===== config.mk =====
export PLATFORM = sky130hd
export DESIGN_NAME = bas_ram
export DESIGN_NICKNAME = d
export VERILOG_FILES = /design/src/hdl/bas_ram.sv
export SDC_FILE = /design/constraint.sdc
export NUM_CORES = 2
export LEC_CHECK = 0
export ABC_AREA = 1
export BUFFER_PORTS_ARGS = -buffer_cell sky130_fd_sc_hd__buf_2
export CORE_MARGIN = 2
export CORE_UTILIZATION = 45
export DETAILED_ROUTE_END_ITERATION = 8
export PLACE_DENSITY_LB_ADDON = 0.25
export SYNTH_ARGS = -nofsm -noshare
export SYNTH_HDL_FRONTEND = slang
export SYNTH_SLANG_ARGS = --single-unit

===== constraint.sdc =====
create_clock -name clk -period 3.4 [get_ports clk]
set_clock_uncertainty 0.05 [all_clocks]
set_input_delay 0.34 -clock clk [delete_from_list [all_inputs] [get_ports clk]]
set_output_delay 0.34 -clock clk [all_outputs]
set_load 0.1 [all_outputs]

===== src/hdl/bas_ram.sv =====
// generic single-port-write ram with registered read
`timescale 1ns / 1ps

module bas_ram #(
  parameter int WIDTH = 8,
  parameter int DEPTH = 256
) (
  input  logic                     clk,
  input  logic                     we,
  input  logic [$clog2(DEPTH)-1:0] waddr,
  input  logic [WIDTH-1:0]         wdata,
  input  logic                     re,
  input  logic [$clog2(DEPTH)-1:0] raddr,
  output logic [WIDTH-1:0]         rdata
);

  logic [WIDTH-1:0] mem [DEPTH];

  always_ff @(posedge clk) begin
    if (we) begin
      mem[waddr] <= wdata;
    end
    if (re) begin
      rdata <= mem[raddr];
    end
  end

endmodule


==> results.py <==
metrics = {
    "status": {
        "outcome": "completed",
    },
    "synth": {
        "yosysUniqueCellTypes": 13,
        "synth_nets": 7030,
        "synthXorXnorAreaFrac_pct": 0,
        "yosysTopAreaCellShare_pct": 74.0,
        "syn_area_per_cell_sq_um": 11.9,
        "synthTopCellsByArea": "edfxtp_1 74%, nand3_1 12%, nand2_1 9.5%, buf_2 1.6%, nor2_1 1.3%",
        "synthesis.area_sq_um": 83500,
        "synth-compound-area-share_pct": 0,
        "synth_top_family_by_area": "simple AND/OR/NAND/NOR gates",
        "postSynthCellCount": 7003,
        "synthMuxAreaShare_pct": 0,
        "yosysSeqAreaShare_pct": 74.0,
        "synth_fa_ha_area_share_pct": 0,
        "synthSimpleGateAreaFrac_pct": 22.9,
        "synth_top_cell_by_area": "edfxtp_1",
        "yosysWarnings": 0,
        "ys_seq_elements": 2056,
    },
    "global_routing": {
        "grt_max_degree": 111,
        "grtUsageMet2_pct": 39.1,
        "grt_pass1_wl_um": 346000,
        "antenna_found_initial": 12,
        "grt_pass1_vias": 52200,
        "overflow": 0,
        "track_usage_pct": 24.3,
        "use_met3_pct": 3.60,
        "top_usage_layer": "met2",
        "met1_usage_pct": 33.8,
    },
    "clock_network": {
        "clk_path_buf_depth": 3,
        "cts_buffers": 210,
        "cts_tree": "yes",
        "cts-root-buf": "clkbuf_16",
        "insertion_delay_ps": 860,
        "clk_pin_slew_worst_paths_ps": 60,
        "ctsHtreeMaxLevel": 4,
        "post-cts-setup-buffers": 0,
        "cts_resized": 0,
        "cts_sinks": 2056,
    },
    "power": {
        "vdd_drop_max_mv": 0.551,
        "seqPwrFrac_pct": 52.0,
        "comb_power_share_pct": 6.3,
        "swShare_pct": 22.9,
        "p_per_area_nw_per_um2": 568,
        "intPower_w": 0.0415,
        "power_switching_w": 0.0123,
        "p_leak_nw": 33.1,
        "p_clk_share_pct": 41.7,
    },
    "detailed_routing": {
        "viasPerCell": 5.64,
        "vias": 55100,
        "wl_per_cell_um": 23.9,
        "first_pass_iters": 6,
        "detail-route-antenna-nets": 0,
        "drt_iter0_drc": 6424,
        "remaining_drc_errors": 0,
        "drt_wl_total_um": 234000,
    },
    "critical_path": {
        "cp_slowest_stage_delay_ps": 630,
        "critPathMaxFanout": 1,
        "cp.depth": 1,
        "crit_buf_inv": 1,
        "cp_top_family": "flip-flops",
        "worstPathArrival_ps": 1990,
        "crit_path_top_delay_cell": "edfxtp_1",
        "reg2reg_depth": 10,
        "crit_type": "flop to output pin",
        "critPathRequiredTime_ps": 3010,
        "worstSetupEndpointType": "output pin",
        "critPathLaunchType": "flop",
        "path_cells": "buf_2",
    },
    "placed_design": {
        "dp_hpwl_um": 136000,
        "io_buffers": 34,
        "place_congestion": 0.860,
        "place_ws_ps": 237,
    },
    "final_layout": {
        "layout_common_cells": "2114 x nand2_1, 2056 x edfxtp_1, 2019 x nand3_1, 283 x nor2_1, 268 x buf_4",
        "fillers": 15700,
        "area_growth_pct": 13.5,
        "final_core_util_pct": 51.2,
        "seq_area_sq_um": 61700,
        "final_net_count": 7142,
        "layout_commonest_cell": "nand2_1",
        "multiInputGateArea_sq_um": 19200,
        "drive_above_1_share_pct": 9.09,
    },
    "sta": {
        "hold_viol": 0,
        "fin_ws_ps": 1020,
        "fin_crit_ps": 2380,
        "holdWs_ps": 184,
        "setup-violations-final": 0,
        "tightest_slew_ps": 1000,
        "period_share_pct": 70.1,
        "max_freq_mhz": 419,
        "maxSlewHeadroom_pct": 33.1,
        "slew_violations": 0,
        "rsz0062_at_grt": "no",
        "tns_ps": 0,
    },
    "floorplan": {
        "placementRows": 158,
        "die_h_um": 435,
        "io_pins": 35,
        "coreArea_sq_um": 185000,
        "dieArea_sq_um": 189000,
        "start_util_pct": 45.2,
        "die_w_um": 435,
    },
    "worst_hold_path": {
        "hold_class": "input port to flop",
        "min_path_cells": 3,
    },
    "job": {
        "maxCapViolCount": 0,
    },
}
==> routing by layer <==
layer  vias to the layer above  share of wire [%]
li1                      25100                  -
met1                     27300                 41
met2                      2344                 48
met3                       380                7.7
met4                         4                3.3
met5                         -              0.012
==> kinds of logic after synthesis <==
group,after synthesis
buffers and inverters,522
and+or+nand+nor,4425
DFF,2056
==> stage by stage <==
stage / area [sq um] / total power [W] / cells
after floorplan: 83500 / 0.0303 / 7003
after global placement: 87900 / 0.0318 / 9373
after detailed placement: 87900 / 0.0319 / 9373
after CTS: 94700 / 0.0541 / 9772
after global routing: 94700 / 0.0553 / 9775
final: 94700 / 0.0538 / 9778
==> worst paths after layout <==
path                          end  slack, ps                  start
max                      rdata[5]       1020     rdata[5]$_DFFE_PP_
min          mem[16][7]$_DFFE_PP_        180                     we
max reg2reg    rdata[2]$_DFFE_PP_       1160  mem[139][2]$_DFFE_PP_
min reg2reg    rdata[4]$_DFFE_PP_       1020  mem[222][4]$_DFFE_PP_
==> cells in the mapped netlist (all sizes together) <==
cell / instances
nand2: 2123
edfxtp: 2056
nand3: 2019
buf: 371
nor2: 283
clkbuf: 112
inv: 39
==> state kept, by name (all words and copies together), names as in the netlist <==
signal	count
mem	2048
rdata	8
==> final cells by class <==
cell class	instances	share of cell area (%)
clock inverter	128	1.32
timing repair buffer	383	4.04
multi-input combinational	4425	20.2
tap	2480	3.28
antenna	6	0.0159
inverter	39	0.190
clock buffer	261	5.75
sequential	2056	65.2
==> what timing repair did <==
action                                 4_1_cts  5_1_grt
hold buffers                                10        0
endpoints found under the hold margin      336        0
setup endpoints to repair                    0        0
==> power by group through the flow <==
| stage | Combinational (W) | Clock (W) | Sequential (W) |
|---|---|---|---|
| final | 0.00337 | 0.0224 | 0.0280 |
| after global routing | 0.00362 | 0.0238 | 0.0280 |
| after CTS | 0.00336 | 0.0228 | 0.0280 |
| after detailed placement | 0.00334 | 0 | 0.0285 |
| after global placement | 0.00332 | 0 | 0.0285 |
| after floorplan | 0.00172 | 0 | 0.0286 |
(Power assumes the default switching activity.)
